--- src/rtl/leg_command_text_parser_macros.svh ---
// Assertion macros shared by the parser RTL.
// Both macros sample on clk and are switched off while rst is high.
`ifndef LEG_COMMAND_TEXT_PARSER_MACROS_SVH
`define LEG_COMMAND_TEXT_PARSER_MACROS_SVH

`ifndef NO_ASSERTIONS

`define LCP_ASSERT_IMPLY(label, cond, expr) \
  label: assert property (@(posedge clk) disable iff (rst) (cond) |-> (expr)) \
    else $error("parser check failed");

`define LCP_ASSERT_NEXT(label, cond, expr) \
  label: assert property (@(posedge clk) disable iff (rst) (cond) |=> (expr)) \
    else $error("parser check failed");

`else

`define LCP_ASSERT_IMPLY(label, cond, expr)

`define LCP_ASSERT_NEXT(label, cond, expr)

`endif

`endif

--- src/rtl/lcp_pkg.sv ---
package lcp_pkg;

  localparam int FRACTION_DIGITS = 4;
  localparam int VALUE_BITS      = 24;
  localparam int FC_W            = $clog2(FRACTION_DIGITS + 1);
  localparam int QUEUE_DEPTH     = 2;
  localparam logic [VALUE_BITS-1:0] VALUE_MAX = {VALUE_BITS{1'b1}};

  localparam logic [VALUE_BITS-1:0] POSITION_LIMIT_RESET = VALUE_BITS'(2000);
  localparam logic [VALUE_BITS-1:0] POWER_LIMIT_RESET    = VALUE_BITS'(10000);
  localparam logic [VALUE_BITS-1:0] DEFAULT_RATE_RESET   = VALUE_BITS'(5000);

  // Configuration register indexes.
  localparam logic [1:0] REG_POSITION_LIMIT = 2'd0;
  localparam logic [1:0] REG_POWER_LIMIT    = 2'd1;
  localparam logic [1:0] REG_DEFAULT_RATE   = 2'd2;

  typedef enum logic [2:0] {
    KIND_MOVE  = 3'd0,
    KIND_RATE  = 3'd1,
    KIND_STOP  = 3'd2,
    KIND_INFO  = 3'd3,
    KIND_ERROR = 3'd4
  } kind_t;

  typedef enum logic [2:0] {
    ERR_NONE     = 3'd0,
    ERR_ORDER    = 3'd1,
    ERR_LEG      = 3'd2,
    ERR_ACTUATOR = 3'd3,
    ERR_HASH     = 3'd4,
    ERR_NUMBER   = 3'd5,
    ERR_POSITION = 3'd6,
    ERR_POWER    = 3'd7
  } err_t;

  // One received character, already sorted into the classes the parser needs.
  typedef struct packed {
    logic       is_digit;
    logic [3:0] digit;
    logic       is_dot;
    logic       is_hash;
    logic       is_nl;
    logic       is_l;
    logic       is_p;
    logic       is_s;
    logic       is_i;
  } cls_t;

  typedef struct packed {
    logic [VALUE_BITS-1:0] position_limit;
    logic [VALUE_BITS-1:0] power_limit;
    logic [VALUE_BITS-1:0] default_rate;
  } cfg_t;

  typedef struct packed {
    kind_t                 kind;
    logic [2:0]            leg;
    logic [1:0]            actuator;
    logic [VALUE_BITS-1:0] position;
    logic                  position_given;
    logic [VALUE_BITS-1:0] power;
    logic                  power_given;
    logic [VALUE_BITS-1:0] rate;
    err_t                  err;
  } result_t;

  // Weight of a digit n places left of the last kept fraction digit.
  function automatic logic [VALUE_BITS-1:0] pow10(input logic [FC_W-1:0] n);
    logic [VALUE_BITS-1:0] p;
    logic [VALUE_BITS-1:0] r;
    p = VALUE_BITS'(1);
    r = VALUE_BITS'(1);
    for (int i = 0; i <= FRACTION_DIGITS; i++) begin
      if (n == FC_W'(i)) begin
        r = p;
      end
      p = VALUE_BITS'(p * VALUE_BITS'(10));
    end
    return r;
  endfunction

endpackage

--- src/rtl/lcp_front.sv ---
module lcp_front (
  input  logic          clk,
  input  logic          rst,
  input  logic          in_valid,
  output logic          in_ready,
  input  logic [7:0]    byte_in,
  output logic          fr_valid,
  input  logic          fr_ready,
  output lcp_pkg::cls_t fr_cls
);

  logic          slot_valid;
  logic          slot_valid_next;
  lcp_pkg::cls_t slot;
  lcp_pkg::cls_t cls;

  always_comb begin
    cls          = '0;
    cls.is_digit = (byte_in >= 8'h30) && (byte_in <= 8'h39);
    cls.digit    = byte_in[3:0];
    cls.is_dot   = (byte_in == 8'h2E);
    cls.is_hash  = (byte_in == 8'h23);
    cls.is_nl    = (byte_in == 8'h0A);
    cls.is_l     = (byte_in == 8'h4C);
    cls.is_p     = (byte_in == 8'h50);
    cls.is_s     = (byte_in == 8'h53);
    cls.is_i     = (byte_in == 8'h49);
  end

  assign in_ready = !slot_valid || fr_ready;
  assign fr_valid = slot_valid;
  assign fr_cls   = slot;

  always_comb begin
    slot_valid_next = slot_valid;
    if (in_valid && in_ready) begin
      slot_valid_next = 1'b1;
    end else if (fr_ready) begin
      slot_valid_next = 1'b0;
    end
  end

  always_ff @(posedge clk) begin
    if (rst) begin
      slot_valid <= 1'b0;
    end else begin
      slot_valid <= slot_valid_next;
    end
  end

  always_ff @(posedge clk) begin
    if (in_valid && in_ready) begin
      slot <= cls;
    end
  end

endmodule

--- src/rtl/lcp_queue.sv ---
module lcp_queue (
  input  logic          clk,
  input  logic          rst,
  input  logic          push_valid,
  output logic          push_ready,
  input  lcp_pkg::cls_t push_data,
  output logic          pop_valid,
  input  logic          pop_ready,
  output lcp_pkg::cls_t pop_data
);

  localparam int PTR_W = (lcp_pkg::QUEUE_DEPTH > 1) ? $clog2(lcp_pkg::QUEUE_DEPTH) : 1;
  localparam int CNT_W = $clog2(lcp_pkg::QUEUE_DEPTH + 1);

  lcp_pkg::cls_t    mem [lcp_pkg::QUEUE_DEPTH];
  logic [PTR_W-1:0] wr_ptr;
  logic [PTR_W-1:0] rd_ptr;
  logic [CNT_W-1:0] count;
  logic             do_push;
  logic             do_pop;

  assign push_ready = (count != CNT_W'(lcp_pkg::QUEUE_DEPTH));
  assign pop_valid  = (count != '0);
  assign pop_data   = mem[rd_ptr];
  assign do_push    = push_valid && push_ready;
  assign do_pop     = pop_valid && pop_ready;

  function automatic logic [PTR_W-1:0] ptr_inc(input logic [PTR_W-1:0] p);
    return (p == PTR_W'(lcp_pkg::QUEUE_DEPTH - 1)) ? '0 : PTR_W'(p + PTR_W'(1));
  endfunction

  always_ff @(posedge clk) begin
    if (rst) begin
      wr_ptr <= '0;
      rd_ptr <= '0;
      count  <= '0;
    end else begin
      if (do_push) begin
        wr_ptr <= ptr_inc(wr_ptr);
      end
      if (do_pop) begin
        rd_ptr <= ptr_inc(rd_ptr);
      end
      if (do_push && !do_pop) begin
        count <= CNT_W'(count + CNT_W'(1));
      end else if (do_pop && !do_push) begin
        count <= CNT_W'(count - CNT_W'(1));
      end
    end
  end

  always_ff @(posedge clk) begin
    if (do_push) begin
      mem[wr_ptr] <= push_data;
    end
  end

endmodule

--- src/rtl/lcp_back.sv ---
module lcp_back (
  input  logic             clk,
  input  logic             rst,
  input  logic             q_valid,
  output logic             q_ready,
  input  lcp_pkg::cls_t    q_cls,
  input  lcp_pkg::cfg_t    cfg,
  output logic             out_valid,
  input  logic             out_ready,
  output lcp_pkg::result_t result
);

  localparam int VB = lcp_pkg::VALUE_BITS;
  localparam int FC = lcp_pkg::FC_W;

  typedef enum logic [8:0] {
    IDLE    = 9'b000000001,
    SKIP    = 9'b000000010,
    LEG     = 9'b000000100,
    ACT     = 9'b000001000,
    POSHASH = 9'b000010000,
    POS     = 9'b000100000,
    PWR     = 9'b001000000,
    PHASH   = 9'b010000000,
    RATE    = 9'b100000000
  } mode_t;

  mode_t            mode, mode_next;
  logic [VB-1:0]    acc, acc_next;
  logic [FC-1:0]    frac_cnt, frac_cnt_next;
  logic             dot_seen, dot_seen_next;
  logic             frozen, frozen_next;
  logic             nonempty, nonempty_next;
  logic [2:0]       held_leg, held_leg_next;
  logic [1:0]       held_act, held_act_next;
  logic [VB-1:0]    held_pos, held_pos_next;
  logic             held_pos_given, held_pos_given_next;
  logic             out_valid_next;
  lcp_pkg::result_t res_next;

  logic             step;
  logic             emit;
  logic             err;
  lcp_pkg::err_t    err_code;
  logic [VB+3:0]    prod;
  logic [VB-1:0]    int_base;
  logic [VB:0]      int_add;
  logic [VB:0]      int_sum;
  logic [VB:0]      frac_add;
  logic [VB:0]      frac_sum;
  logic [VB-1:0]    int_val;
  logic [VB-1:0]    frac_val;
  logic [FC-1:0]    frac_pos;

  // A queued character is processed whenever the output register can take a result.
  assign step    = q_valid && (!out_valid || out_ready);
  assign q_ready = !out_valid || out_ready;

  // Integer digit: saturate the times-ten, then add the digit at full weight and saturate.
  assign prod     = (VB+4)'({acc, 3'b000}) + (VB+4)'({acc, 1'b0});
  assign int_base = (prod > (VB+4)'(lcp_pkg::VALUE_MAX)) ? lcp_pkg::VALUE_MAX : prod[VB-1:0];
  assign int_add  = (VB+1)'(q_cls.digit) *
                    (VB+1)'(lcp_pkg::pow10(FC'(lcp_pkg::FRACTION_DIGITS)));
  assign int_sum  = (VB+1)'(int_base) + int_add;
  assign int_val  = int_sum[VB] ? lcp_pkg::VALUE_MAX : int_sum[VB-1:0];

  assign frac_pos = FC'(FC'(lcp_pkg::FRACTION_DIGITS - 1) - frac_cnt);
  assign frac_add = (VB+1)'(q_cls.digit) * (VB+1)'(lcp_pkg::pow10(frac_pos));
  assign frac_sum = (VB+1)'(acc) + frac_add;
  assign frac_val = frac_sum[VB] ? lcp_pkg::VALUE_MAX : frac_sum[VB-1:0];

  always_comb begin
    mode_next           = mode;
    acc_next            = acc;
    frac_cnt_next       = frac_cnt;
    dot_seen_next       = dot_seen;
    frozen_next         = frozen;
    nonempty_next       = nonempty;
    held_leg_next       = held_leg;
    held_act_next       = held_act;
    held_pos_next       = held_pos;
    held_pos_given_next = held_pos_given;
    res_next            = '0;
    emit                = 1'b0;
    err                 = 1'b0;
    err_code            = lcp_pkg::ERR_NONE;

    case (mode)
      IDLE: begin
        if (q_cls.is_l) begin
          mode_next = LEG;
        end else if (q_cls.is_p) begin
          mode_next = PHASH;
        end else if (q_cls.is_s || q_cls.is_i) begin
          emit          = 1'b1;
          res_next.kind = q_cls.is_s ? lcp_pkg::KIND_STOP : lcp_pkg::KIND_INFO;
          mode_next     = SKIP;
        end else begin
          err      = 1'b1;
          err_code = lcp_pkg::ERR_ORDER;
        end
      end
      SKIP: begin
        if (q_cls.is_nl) begin
          mode_next = IDLE;
        end
      end
      LEG: begin
        if (q_cls.is_digit && q_cls.digit >= 4'd1 && q_cls.digit <= 4'd4) begin
          held_leg_next = q_cls.digit[2:0];
          mode_next     = ACT;
        end else begin
          err      = 1'b1;
          err_code = lcp_pkg::ERR_LEG;
        end
      end
      ACT: begin
        if (q_cls.is_digit && q_cls.digit >= 4'd1 && q_cls.digit <= 4'd3) begin
          held_act_next = q_cls.digit[1:0];
          mode_next     = POSHASH;
        end else begin
          err      = 1'b1;
          err_code = lcp_pkg::ERR_ACTUATOR;
        end
      end
      POSHASH, PHASH: begin
        if (q_cls.is_hash) begin
          acc_next      = '0;
          frac_cnt_next = '0;
          dot_seen_next = 1'b0;
          frozen_next   = 1'b0;
          nonempty_next = 1'b0;
          mode_next     = (mode == POSHASH) ? POS : RATE;
        end else begin
          err      = 1'b1;
          err_code = lcp_pkg::ERR_HASH;
        end
      end
      POS, PWR, RATE: begin
        if (!q_cls.is_hash) begin
          if (q_cls.is_dot) begin
            nonempty_next = 1'b1;
            dot_seen_next = 1'b1;
            frozen_next   = frozen || dot_seen;
          end else if (q_cls.is_digit) begin
            nonempty_next = 1'b1;
            if (!frozen) begin
              if (!dot_seen) begin
                acc_next = int_val;
              end else if (frac_cnt < FC'(lcp_pkg::FRACTION_DIGITS)) begin
                acc_next      = frac_val;
                frac_cnt_next = FC'(frac_cnt + FC'(1));
              end
            end
          end else begin
            err      = 1'b1;
            err_code = lcp_pkg::ERR_NUMBER;
          end
        end else if (mode == POS) begin
          if (nonempty && acc > cfg.position_limit) begin
            err      = 1'b1;
            err_code = lcp_pkg::ERR_POSITION;
          end else begin
            held_pos_next       = nonempty ? acc : '0;
            held_pos_given_next = nonempty;
            acc_next            = '0;
            frac_cnt_next       = '0;
            dot_seen_next       = 1'b0;
            frozen_next         = 1'b0;
            nonempty_next       = 1'b0;
            mode_next           = PWR;
          end
        end else if (mode == PWR) begin
          if (nonempty && acc > cfg.power_limit) begin
            err      = 1'b1;
            err_code = lcp_pkg::ERR_POWER;
          end else begin
            emit                    = 1'b1;
            res_next.kind           = lcp_pkg::KIND_MOVE;
            res_next.leg            = held_leg;
            res_next.actuator       = held_act;
            res_next.position       = held_pos;
            res_next.position_given = held_pos_given;
            res_next.power          = nonempty ? acc : '0;
            res_next.power_given    = nonempty;
            mode_next               = SKIP;
          end
        end else begin
          emit          = 1'b1;
          res_next.kind = lcp_pkg::KIND_RATE;
          res_next.rate = nonempty ? acc : cfg.default_rate;
          mode_next     = SKIP;
        end
      end
      default: begin
        mode_next = IDLE;
      end
    endcase

    // A newline that causes an error also ends the line, so no skip follows.
    if (err) begin
      emit          = 1'b1;
      res_next      = '0;
      res_next.kind = lcp_pkg::KIND_ERROR;
      res_next.err  = err_code;
      mode_next     = q_cls.is_nl ? IDLE : SKIP;
    end
  end

  always_comb begin
    if (step) begin
      out_valid_next = emit;
    end else begin
      out_valid_next = out_valid && !out_ready;
    end
  end

  always_ff @(posedge clk) begin
    if (rst) begin
      mode           <= IDLE;
      acc            <= '0;
      frac_cnt       <= '0;
      dot_seen       <= 1'b0;
      frozen         <= 1'b0;
      nonempty       <= 1'b0;
      held_leg       <= '0;
      held_act       <= '0;
      held_pos       <= '0;
      held_pos_given <= 1'b0;
      out_valid      <= 1'b0;
    end else begin
      out_valid <= out_valid_next;
      if (step) begin
        mode           <= mode_next;
        acc            <= acc_next;
        frac_cnt       <= frac_cnt_next;
        dot_seen       <= dot_seen_next;
        frozen         <= frozen_next;
        nonempty       <= nonempty_next;
        held_leg       <= held_leg_next;
        held_act       <= held_act_next;
        held_pos       <= held_pos_next;
        held_pos_given <= held_pos_given_next;
      end
    end
  end

  always_ff @(posedge clk) begin
    if (step && emit) begin
      result <= res_next;
    end
  end

endmodule

--- src/rtl/leg_command_text_parser.sv ---
// Text command parser for leg actuator control.
// Input channel: one ASCII character per transfer on byte_in (in_valid/in_ready).
// Output channel: one event per transfer (out_valid/out_ready). Commands are
// "L<leg><act>#pos#power#", "P#rate#", "S" and "I"; everything after a finished
// command up to the next newline is ignored. Bad characters, range failures and
// syntax errors give an error event and the rest of the line is dropped.
// Configuration: cfg_write with cfg_index selects position limit (0), power
// limit (1) or default rate (2); cfg_data is written on the same clock edge.
// A character that completes an event passes the classifier register, the queue
// and the output register before out_valid rises.
// Throughput: one character per cycle while the output register is not stalled;
// each character is a single update of the parser state machine and its multiply-by-ten accumulator.
// When the receiver stalls, the output register holds its event, the two-entry
// queue and the classifier register fill, and then in_ready drops.
// Reset (synchronous, rst high) empties all stages, returns the parser to the
// idle state and loads the register reset values.
`include "leg_command_text_parser_macros.svh"

module leg_command_text_parser (
  input  logic        clk,
  input  logic        rst,
  input  logic        in_valid,
  output logic        in_ready,
  input  logic [7:0]  byte_in,
  output logic        out_valid,
  input  logic        out_ready,
  output logic [2:0]  event_kind,
  output logic [2:0]  leg_id,
  output logic [1:0]  actuator_id,
  output logic [23:0] position_value,
  output logic        position_given,
  output logic [23:0] power_value,
  output logic        power_given,
  output logic [23:0] rate_value,
  output logic [2:0]  error_code,
  input  logic        cfg_write,
  input  logic [1:0]  cfg_index,
  input  logic [23:0] cfg_data
);

  lcp_pkg::cfg_t    cfg;
  lcp_pkg::cls_t    fr_cls;
  lcp_pkg::cls_t    q_cls;
  lcp_pkg::result_t result;
  logic             fr_valid;
  logic             fr_ready;
  logic             q_valid;
  logic             q_ready;

  always_ff @(posedge clk) begin
    if (rst) begin
      cfg.position_limit <= lcp_pkg::POSITION_LIMIT_RESET;
      cfg.power_limit    <= lcp_pkg::POWER_LIMIT_RESET;
      cfg.default_rate   <= lcp_pkg::DEFAULT_RATE_RESET;
    end else if (cfg_write) begin
      case (cfg_index)
        lcp_pkg::REG_POSITION_LIMIT: cfg.position_limit <= cfg_data;
        lcp_pkg::REG_POWER_LIMIT:    cfg.power_limit    <= cfg_data;
        lcp_pkg::REG_DEFAULT_RATE:   cfg.default_rate   <= cfg_data;
        default: begin
        end
      endcase
    end
  end

  lcp_front u_front (
    .clk      (clk),
    .rst      (rst),
    .in_valid (in_valid),
    .in_ready (in_ready),
    .byte_in  (byte_in),
    .fr_valid (fr_valid),
    .fr_ready (fr_ready),
    .fr_cls   (fr_cls)
  );

  lcp_queue u_queue (
    .clk        (clk),
    .rst        (rst),
    .push_valid (fr_valid),
    .push_ready (fr_ready),
    .push_data  (fr_cls),
    .pop_valid  (q_valid),
    .pop_ready  (q_ready),
    .pop_data   (q_cls)
  );

  lcp_back u_back (
    .clk       (clk),
    .rst       (rst),
    .q_valid   (q_valid),
    .q_ready   (q_ready),
    .q_cls     (q_cls),
    .cfg       (cfg),
    .out_valid (out_valid),
    .out_ready (out_ready),
    .result    (result)
  );

  assign event_kind     = result.kind;
  assign leg_id         = result.leg;
  assign actuator_id    = result.actuator;
  assign position_value = result.position;
  assign position_given = result.position_given;
  assign power_value    = result.power;
  assign power_given    = result.power_given;
  assign rate_value     = result.rate;
  assign error_code     = result.err;

  `LCP_ASSERT_IMPLY(a_error_code_iff_error,
    out_valid, ((event_kind == lcp_pkg::KIND_ERROR) == (error_code != lcp_pkg::ERR_NONE)))

  `LCP_ASSERT_IMPLY(a_move_ids_in_range,
    out_valid && event_kind == lcp_pkg::KIND_MOVE,
    leg_id != 3'd0 && leg_id <= 3'd4 && actuator_id != 2'd0)

  `LCP_ASSERT_IMPLY(a_other_events_no_ids,
    out_valid && event_kind != lcp_pkg::KIND_MOVE,
    leg_id == 3'd0 && actuator_id == 2'd0 && !position_given && !power_given)

  `LCP_ASSERT_NEXT(a_input_lands_in_front,
    in_valid && in_ready, fr_valid)

endmodule
--- config.mk ---
export PLATFORM = sky130hd
export DESIGN_NAME = leg_command_text_parser
export DESIGN_NICKNAME = d
export VERILOG_FILES = /design/src/rtl/lcp_pkg.sv /design/src/rtl/lcp_front.sv /design/src/rtl/lcp_queue.sv /design/src/rtl/lcp_back.sv /design/src/rtl/leg_command_text_parser.sv
export VERILOG_INCLUDE_DIRS = /design/src /design/src/rtl
export SDC_FILE = /design/constraint.sdc
export NUM_CORES = 1
export LEC_CHECK = 0
export ABC_AREA = 1
export BUFFER_PORTS_ARGS = -buffer_cell sky130_fd_sc_hd__buf_2
export CAP_MARGIN = 20
export CORE_UTILIZATION = 30
export CTS_CLUSTER_SIZE = 10
export DETAILED_ROUTE_END_ITERATION = 16
export PLACE_DENSITY = 0.56
export RECOVER_POWER = 100
export SLEW_MARGIN = 20
export SYNTH_ARGS = -nofsm -noshare
export SYNTH_HDL_FRONTEND = slang
export SYNTH_SLANG_ARGS = --single-unit
export TNS_END_PERCENT = 1
--- constraint.sdc ---
create_clock -name clk -period 9.1 [get_ports clk]
set_input_delay 1.82 -clock clk [delete_from_list [all_inputs] [get_ports clk]]
set_output_delay 1.82 -clock clk [all_outputs]
set_load 0.02 [all_outputs]
==> impl_metrics.toml, run 1 <==
[run_status]
status = "finished, violations left"
violations = "capacitance limit, slew limit"

[worst_setup_path]
critPathKind = "input port to flip-flop"
path_buf_inv = 4
cp_slowest_stage_delay_ns = 2.60
path_common_cell = "clkbuf_1"
cp.arrival_ns = 7.43
crit_path_end_kind = "flip-flop"
worst-path-max-fanout = 90
crit_required_ns = 9.52
crit_family = "buffers and inverters"
path_cells = "buf_2 -> clkbuf_1 -> clkinv_1 -> clkbuf_1 -> o21ai_0 -> a21oi_1"
critPathLaunchType = "input port"
slowest_stage = "clkbuf_1"

[clock_network]
clock_latency_ns = 0.53
cts_root_buf = "clkbuf_16"
hold_buffers = 0
post_cts_buffers = 0
clock-sinks = 269
path_clk_slew_ns = 0.06
ctsLongestPathBuffers = 3
cts_resized = 0
htree_levels = 2
cts_tree = "built"
cts_made_buffers = 34

[timing]
period_needed_ns = 7.00
maxSlewViolCount = 223
worst_slack_ns = 2.10
setup_violations = 0
fmax_ghz = 0.143
setup_tns_ns = 0
fin_crit_sh_pct = 77.0
skew_ns = 0.0265
hold_viol = 0
tightestPinTransition_ns = 3.67
relSlewSlack_pct = -145
rsz0062_at_grt = "false"

[logic_synthesis]
synth_area_leaders = "edfxtp_1 21%, dfxtp_1 17%, ha_1 10%"
synthesis.area_sq_um = 17100
ys_seq_area_share_pct = 38.5
netlist.area_leader.share_pct = 21.2
synth-edff-count = 121
synthTopCellsByCount = "420 x nand2_1, 362 x inv_1, 239 x a21oi_1"
syn_inst = 2204
synth_seq_cells = 269
syn_nets = 2417
synth_most_common_cell = "nand2_1"
yosys_most_used_dff = "dfxtp_1"
ys_types = 50
yosysTopAreaCell = "edfxtp_1"
synth.avg_cell_area_sq_um = 7.77
async_reset_ff_share_pct = 0
yosysWarnings = 0

[drt]
routed_wl_mm = 52.6
vias = 15000
vias_per_cell = 4.85
drc = 0
drt-initial-drc-count = 1107
first_pass_iters = 5
drt-wirelength-per-cell_um = 17.0
drtAntennaViolNets = 0

[job]
drv_cap = 3

[global_routing]
grt_pass1_wl_mm = 80.8
grt_start_max_net_pins = 91
grt_pass1_vias = 14300
gr-total-overflow = 0
grt_use_total_pct = 17.9
antenna_found_initial = 0

[layout]
drive_above_1_share_pct = 6.96
diodes = 0
n_fill_cell = 6070
multiInputGateArea_sq_um = 8840
seq_area_sq_um = 6600
nets = 2532
syn_to_final_growth_pct = 13.4

[floorplanning]
ios = 126
core_sq_um = 56400
rows = 87
initial_utilization_pct = 30.4
die_x_um = 241
dieArea_sq_um = 58000
fp.dieH_um = 241

[hold_path]
hp-class = "flip-flop to flip-flop"

[pwr]
p_leak_nw = 8.61
ir_worst_vdd_v = 0.000285
power_density_nw_per_um2 = 297

[place]
dp_hpwl_mm = 39.9
numPortBuffers = 125
dp_slack_ns = 3.20
gp_congestion = 0.939
-- worst reg2reg max path, delay by kind of cell (launching register included) --
family / cells / cell delay (ns)
buf+inv: 4 / 0.67
compound gates: 7 / 2.23
fa+ha+maj: 4 / 1.28
simple gates: 7 / 1.58
flops: 1 / 0.53
xor+xnor: 1 / 0.20
-- metal layers --
metal,vias up,part of all wire [%],global-route usage (%)
li1,7404,-,-
met1,7058,46,24.5
met2,468,45,29.2
met3,83,5.8,2.23
met4,0,3.1,6.04
met5,-,0,0
-- final timing paths --
path,startpoint,endpoint,slack [ns],cells past startpoint
setup / recovery,rst,u_back.held_act[0],2.10,6
hold / removal,u_front.fr_cls[9],u_queue.mem[1][9],0.44,0
setup reg to reg,flip-flop,u_back.acc[23],2.31,23
hold reg to reg,u_front.fr_cls[9],u_queue.mem[1][9],0.44,0
-- sequential cells by signal (all words and copies together) (netlist names), 2 cells and up, named ones only --
| signal | count |
|---|---|
| u_back.frac_cnt | 3 |
| u_back.held_leg | 3 |
| cfg | 72 |
| u_back.held_pos | 24 |
| u_back.result | 85 |
| u_back.mode | 9 |
| u_queue.mem | 24 |
| u_queue.count | 2 |
| u_back.held_act | 2 |
| u_back.acc | 24 |
| u_front.fr_cls | 12 |
-- through the flow --
step	power [mW]	utilization [%]	instances	cell area, sq um	hold slack [ns]
after global routing	6.20	34.4	3098	19400	0.460
after global placement	4.46	32.9	3038	18500	0.427
after floorplan	3.67	-	2204	17100	0.421
final	5.76	34.4	3098	19400	0.445
after CTS	5.80	34.7	3097	19600	0.446
after detailed placement	4.50	32.9	3038	18500	0.434
-- power breakdown --
group          leakage [nW]  internal (mW)  switching (mW)
clock                 0.504          0.759           0.515
combinational          5.75          0.980            1.99
sequential             2.35           1.44          0.0799
-- final cells by class --
cell class	count	area share (%)
sequential	269	34.0
clock buffer	56	5.23
tap	756	4.87
multi-input combinational	1501	45.5
timing repair buffer	138	3.03
clock inverter	3	0.0967
inverter	375	7.26
-- cells by family (layout without fill, tap and decap cells) --
kind of cell / Yosys count / in the layout / synth area share, %
fa+ha+maj: 174 / 174 / 14.3
simple gates: 847 / 847 / 21.3
buf+inv: 434 / 572 / 9.72
compound gates: 435 / 435 / 13.7
xor+xnor: 42 / 42 / 2.19
flops: 269 / 269 / 38.5
mux: 3 / 3 / 0.175
-- cells in the final DEF, fill, tap and decap left out, types with 7 or more instances in the layout --
cell type / instances
fa_1: 37
xnor2_1: 18
inv_2: 8
edfxtp_1: 121
dfxtp_1: 148
nand2_1: 422
nor3_1: 18
nor4_1: 7
or2_2: 16
nand4_1: 33
xor2_1: 23
nand2_2: 17
ha_1: 137
a211oi_1: 7
inv_1: 363
nor2_2: 12
a31oi_1: 8
o21ai_0: 132
clkbuf_1: 112
nand3_1: 75
nor2_1: 228
clkbuf_16: 36
buf_4: 7
buf_2: 34
o21a_1: 9
a21oi_1: 239
nand3_2: 8
o211ai_1: 12
Note: power is estimated with default switching activity, not from simulation.
==> inputs of run 2 (changes only) <==
--- a/config.mk
+++ b/config.mk
@@ -12,7 +12,7 @@
 export CORE_UTILIZATION = 30
 export CTS_CLUSTER_SIZE = 10
 export DETAILED_ROUTE_END_ITERATION = 16
-export PLACE_DENSITY = 0.56
+export PLACE_DENSITY = 0.58
 export RECOVER_POWER = 100
 export SLEW_MARGIN = 20
 export SYNTH_ARGS = -nofsm -noshare
==> constraint.sdc (replaced) <==
create_clock -name clk -period 5.9 [get_ports clk]
set_input_delay 1.18 -clock clk [delete_from_list [all_inputs] [get_ports clk]]
set_output_delay 1.18 -clock clk [all_outputs]
set_load 0.02 [all_outputs]
==> run 2 against run 1 <==
The flow still finishes with violations (capacitance limit, slew limit). Count of clock-buffer cells in the layout decreased by 1. Sequential power increased by 52%. Setup slack got worse by 1.7 ns. Register-to-register slack got worse by 1.9 ns. Via count increased by 0.26%. Critical path type is now flip-flop to flip-flop. Largest power group unchanged.
==> impl_metrics.toml, run 2 (synthesized netlist as in run 1, its figures left out) <==
[run_status]
status = "finished, violations left"
violations = "capacitance limit, slew limit"

[clock_network]
cts_tree = "built"
htree_levels = 2
cts_root_buf = "clkbuf_16"
cts_made_buffers = 34
path_clk_slew_ns = 0.06
clock-sinks = 269
ctsLongestPathBuffers = 3
clock_latency_ns = 0.53
hold_buffers = 0

[drt]
drt-initial-drc-count = 1038
vias_per_cell = 4.81
drt-wirelength-per-cell_um = 16.4
drtAntennaViolNets = 0
vias = 15100
first_pass_iters = 6
drc = 0
routed_wl_mm = 51.5

[worst_setup_path]
crit_required_ns = 6.34
timing.rr.end = "u_back.acc[4]"
critPathKind = "flip-flop to flip-flop"
r2r_cells = 23
regToRegStartpoint = "u_back.frac_cnt[0]"
crit_path_end_kind = "flip-flop"
reg2reg_slack_ns = 0.39
worstSetupStartpoint = "u_back.frac_cnt[0]"
cp.arrival_ns = 5.95
critPathLaunchType = "flip-flop"
worst-path-max-fanout = 10

[job]
drv_cap = 3

[hold_path]
worstHoldStart = "u_front.fr_cls[7]"
hp-class = "flip-flop to flip-flop"
min_path_cells = 0
min_to = "u_queue.mem[0][7]"

[layout]
drive_above_1_share_pct = 7.96
layout_common_cells = "421 x nand2_1, 362 x inv_1, 239 x a21oi_1"
largest-register = "u_back.result"
largest_reg_flops = 85
final_common_cell = "nand2_1"
design_area_sq_um = 19600
reg_top3 = "u_back.result (85), cfg (72)"
syn_to_final_growth_pct = 14.5
nets = 2562

[global_routing]
grt_start_max_net_pins = 80
antenna_found_initial = 2
grt_pass1_vias = 14200
grt_pass1_wl_mm = 79.0
grt_use_total_pct = 17.5
gr-total-overflow = 0

[place]
gp_congestion = 0.927
dp_hpwl_mm = 39.5
dp_slack_ns = 0.441
numPortBuffers = 125
placed_cell_area_sq_um = 18700

[timing]
setup_tns_ns = 0
skew_ns = 0.0250
tightestPinTransition_ns = 3.14
hold_viol = 0
worst_slack_ns = 0.387
fmax_ghz = 0.181
setup_violations = 0
relSlewSlack_pct = -110
fin_crit_sh_pct = 93.4
maxSlewViolCount = 117
rsz0062_at_grt = "false"
period_needed_ns = 5.51

[floorplanning]
fp.dieH_um = 241
rows = 87
core_sq_um = 56400
initial_utilization_pct = 30.4
ios = 126
dieArea_sq_um = 58000
die_x_um = 241

[pwr]
power_density_nw_per_um2 = 447
p_leak_nw = 8.72
ir_worst_vdd_v = 0.000362
==> run 2: through the flow <==
stage,power (mW),std cells,hold slack (ns),utilization [%]
3_3_place_gp,6.89,3064,0.430,33.2
4_1_cts,8.84,3125,0.448,35.0
5_1_grt,9.43,3129,0.463,34.8
6_report,8.75,3132,0.446,34.8
2_1_floorplan,5.65,2204,0.421,-
3_5_place_dp,6.91,3065,0.434,33.2
==> run 2: timing repair <==
item / 4_1_cts / 5_1_grt
endpoints found under the setup margin: 0 / 3
setup buffers: 0 / 2
resized for setup: 0 / 3
==> run 2: power by group <==
| part | internal (mW) | switching, mW |
|---|---|---|
| Combinational | 1.52 | 3.03 |
| Sequential | 2.21 | 0.0962 |
| Clock | 1.11 | 0.781 |
| Total | 4.84 | 3.91 |
==> run 2: how the worst max path moves through the flow <==
stage                          end  slack, ns  cells past startpoint
floorplan           u_back.acc[20]       0.63                     26
global placement    u_back.acc[20]       0.65                     23
detailed placement  u_back.acc[18]       0.44                     22
CTS                 u_back.acc[18]       0.41                     22
global route        u_back.acc[18]      0.004                     26
finish               u_back.acc[4]       0.39                     23
==> run 2: layer usage <==
layer,global-route usage (%),vias up,share of wire [%]
li1,-,7470,-
met1,23.5,7044,46
met2,29.1,458,46
met3,2.44,78,5.9
met4,5.29,2,2.6
met5,0,-,0.025
==> run 2: worst max-delay path, cell delays in order, from the launching register on <==
cell,delay [ns]
dfxtp_1,0.33
ha_1,0.23
ha_1,0.22
inv_1,0.19
o21ai_0,0.25
nor2_1,0.29
fa_1,0.49
fa_1,0.51
inv_1,0.05
fa_1,0.49
inv_1,0.04
ha_1,0.35
nand2_1,0.07
nor2_1,0.21
a21boi_0,0.21
o21ai_0,0.09
nand3_1,0.13
inv_1,0.10
o31ai_4,0.41
clkinvlp_4,0.15
buf_2,0.22
a21oi_1,0.16
o21ai_1,0.10
a21oi_1,0.14
==> run 2: area by class of cell <==
cell class              instances  area, sq um
diodes                          3         7.51
clock buffers                  55          961
clock inverters                 5         32.5
fillers                      6024        36800
inverters                     375         1410
multi-input cells            1501         8830
flip-flops and latches        269         6600
well taps                     756          946
repair buffers                167          806
repair inverters                1         7.51
==> inputs of run 3 (changes only) <==
--- a/config.mk
+++ b/config.mk
@@ -9,10 +9,10 @@
 export ABC_AREA = 1
 export BUFFER_PORTS_ARGS = -buffer_cell sky130_fd_sc_hd__buf_2
 export CAP_MARGIN = 20
-export CORE_UTILIZATION = 30
+export CORE_UTILIZATION = 55
 export CTS_CLUSTER_SIZE = 10
 export DETAILED_ROUTE_END_ITERATION = 16
-export PLACE_DENSITY = 0.58
+export PLACE_DENSITY = 0.88
 export RECOVER_POWER = 100
 export SLEW_MARGIN = 20
 export SYNTH_ARGS = -nofsm -noshare
==> run 3 against run 2 <==
Global-route usage grew 13 points. Sequential power about the same. Power is 1.9% lower. Hold slack better by 0.0039 ns. Count of clock-buffer cells in the layout decreased by 1. The run still ends with capacitance limit, slew limit left. Sequential share of layout area up 1.1 points. Critical path depth stayed put. Cell count is 12% lower. Register-to-register slack got worse by 0.02 ns. First-iteration DRC count up 79%. Largest power group unchanged.
==> impl_metrics.toml, run 3 (synthesized netlist as in run 1, its figures left out) <==
[layout]
largest_reg_flops = 85
design_area_sq_um = 19000
reg_top3 = "u_back.result (85), cfg (72)"
final_common_cell = "nand2_1"
syn_to_final_growth_pct = 11.0
utilization_pct = 62.1
layout_common_cells = "421 x nand2_1, 361 x inv_1, 239 x a21oi_1"
nets = 2549
largest-register = "u_back.result"
drive_above_1_share_pct = 7.63

[clock_network]
path_clk_slew_ns = 0.06
clock_latency_ns = 0.56
htree_levels = 1
clock-sinks = 269
cts_root_buf = "clkbuf_16"
hold_buffers = 0
cts_tree = "built"
ctsLongestPathBuffers = 3
cts_made_buffers = 31

[floorplanning]
rows = 64
dieArea_sq_um = 31800
initial_utilization_pct = 56.0
core_sq_um = 30600
die_x_um = 178
fp.dieH_um = 178
ios = 126

[worst_setup_path]
path_buf_inv = 7
slowest_stage = "fa_1"
worst-path-max-fanout = 10
path_cells = "ha_1 -> ha_1 -> inv_1 -> nor2_1 -> fa_1 -> fa_1 -> inv_1 -> fa_1 -> inv_1 -> ha_1 -> inv_1 -> o21ai_0 -> nand3_1 -> a21boi_0 -> o21ai_0 -> nand3_1 -> inv_1 -> o31ai_4 -> clkinvlp_4 -> buf_4 -> a21oi_1 -> nand2_1 -> a21oi_1"
path_common_cell = "inv_1"
timing.rr.end = "u_back.acc[23]"
reg2reg_slack_ns = 0.37
cp_slowest_stage_delay_ns = 0.52
crit_required_ns = 6.37
critPathLaunchType = "flip-flop"
regToRegStartpoint = "u_back.frac_cnt[0]"
r2r_cells = 23
critPathKind = "flip-flop to flip-flop"
crit_path_end_kind = "flip-flop"
cp.arrival_ns = 6.00
crit_family = "adder cells"

[run_status]
violations = "capacitance limit, slew limit"
status = "finished, violations left"

[drt]
first_pass_iters = 9
drt-wirelength-per-cell_um = 17.6
drc = 0
vias = 15800
drtAntennaViolNets = 0
routed_wl_mm = 48.5
vias_per_cell = 5.74
drt-initial-drc-count = 1857

[pwr]
netSwitchingFraction_pct = 44.8
ir_worst_vdd_v = 0.000480
p_sw_mw = 3.85
clkPwrFrac_pct = 20.2
intPower_mw = 4.74
power_density_nw_per_um2 = 452
p_comb_share_pct = 52.9
seq_power_share_pct = 26.9
p_leak_nw = 8.64

[place]
gp_congestion = 0.998
dp_hpwl_mm = 35.9
numPortBuffers = 125
placed_cell_area_sq_um = 18200

[timing]
tightestPinTransition_ns = 3.43
fmax_ghz = 0.181
hold_viol = 0
holdWs_ns = 0.450
setup_violations = 0
period_needed_ns = 5.53
maxSlewViolCount = 127
relSlewSlack_pct = -129
skew_ns = 0.0153
fin_crit_sh_pct = 93.8
rsz0062_at_grt = "true"

[global_routing]
grt_pass1_vias = 15000
grt_pass1_wl_mm = 76.0
antenna_found_initial = 1
grt_start_max_net_pins = 90
grt_use_total_pct = 30.3
gr-total-overflow = 0

[hold_path]
min_to = "u_queue.mem[0][5]"
hp-class = "flip-flop to flip-flop"
worstHoldStart = "u_front.fr_cls[5]"
min_path_cells = 0

[job]
drv_cap = 2
[run 3: cell types whose count changed in the layout (fill, tap and decap cells not counted), sizes merged]
cell / delta
buf: -6
clkbuf: -5
diode: -2
inv: -2
clkinv: -1
[run 3: power groups by stage]
| stage | Sequential (mW) | Combinational (mW) | Clock, mW |
|---|---|---|---|
| 5_1_grt | 2.33 | 5.08 | 1.81 |
| 6_report | 2.31 | 4.54 | 1.74 |
| 4_1_cts | 2.30 | 4.52 | 1.74 |
| 3_5_place_dp | 2.34 | 4.48 | 0 |
| 3_3_place_gp | 2.33 | 4.38 | 0 |
| 2_1_floorplan | 2.49 | 3.17 | 0 |
[run 3: final cells by class]
type                       count  area [sq um]
sequential                   269          6600
multi-input combinational   1501          8870
clock buffer                  54           882
antenna                        1          2.50
clock inverter                 2          17.5
tap                          396           495
fill                        2555         11600
timing repair buffer         157           724
inverter                     375          1410
timing repair inverter         1          7.51
[run 3: per-stage QoR]
step           instances  power [mW]  setup TNS, ns  setup WS, ns
2_1_floorplan       2204        5.65              0         0.626
6_report            2756        8.59              0         0.366
3_3_place_gp        2695        6.71              0         0.686
4_1_cts             2751        8.56              0         0.381
5_1_grt             2755        9.22         -0.277       -0.0602
3_5_place_dp        2695        6.82              0         0.416
[run 3: worst max path at each step]
| stage | from | to | slack (ns) | cells past startpoint |
|---|---|---|---|---|
| 6_report | u_back.frac_cnt[0] | u_back.acc[23] | 0.37 | 23 |
| 5_1_grt | u_back.frac_cnt[0] | u_back.acc[12] | -0.06 | 27 |
| 4_1_cts | u_back.frac_cnt[1] | u_back.acc[12] | 0.38 | 26 |
| 3_5_place_dp | u_back.frac_cnt[1] | u_back.acc[12] | 0.42 | 26 |
| 3_3_place_gp | u_back.frac_cnt[1] | u_back.acc[12] | 0.69 | 26 |
| 2_1_floorplan | flip-flop | u_back.acc[20] | 0.63 | 26 |
[run 3: layer usage]
metal / track usage (%) / part of all wire, %
met5: 0 / 0
met2: 49.5 / 45
met3: 4.62 / 9.6
met4: 16.5 / 5.8
met1: 38.4 / 39
[run 3: timing repair]
item                                    4_1_cts  5_1_grt
resized for setup                             0        6
setup buffers                                 0        3
endpoints found under the setup margin        0       20
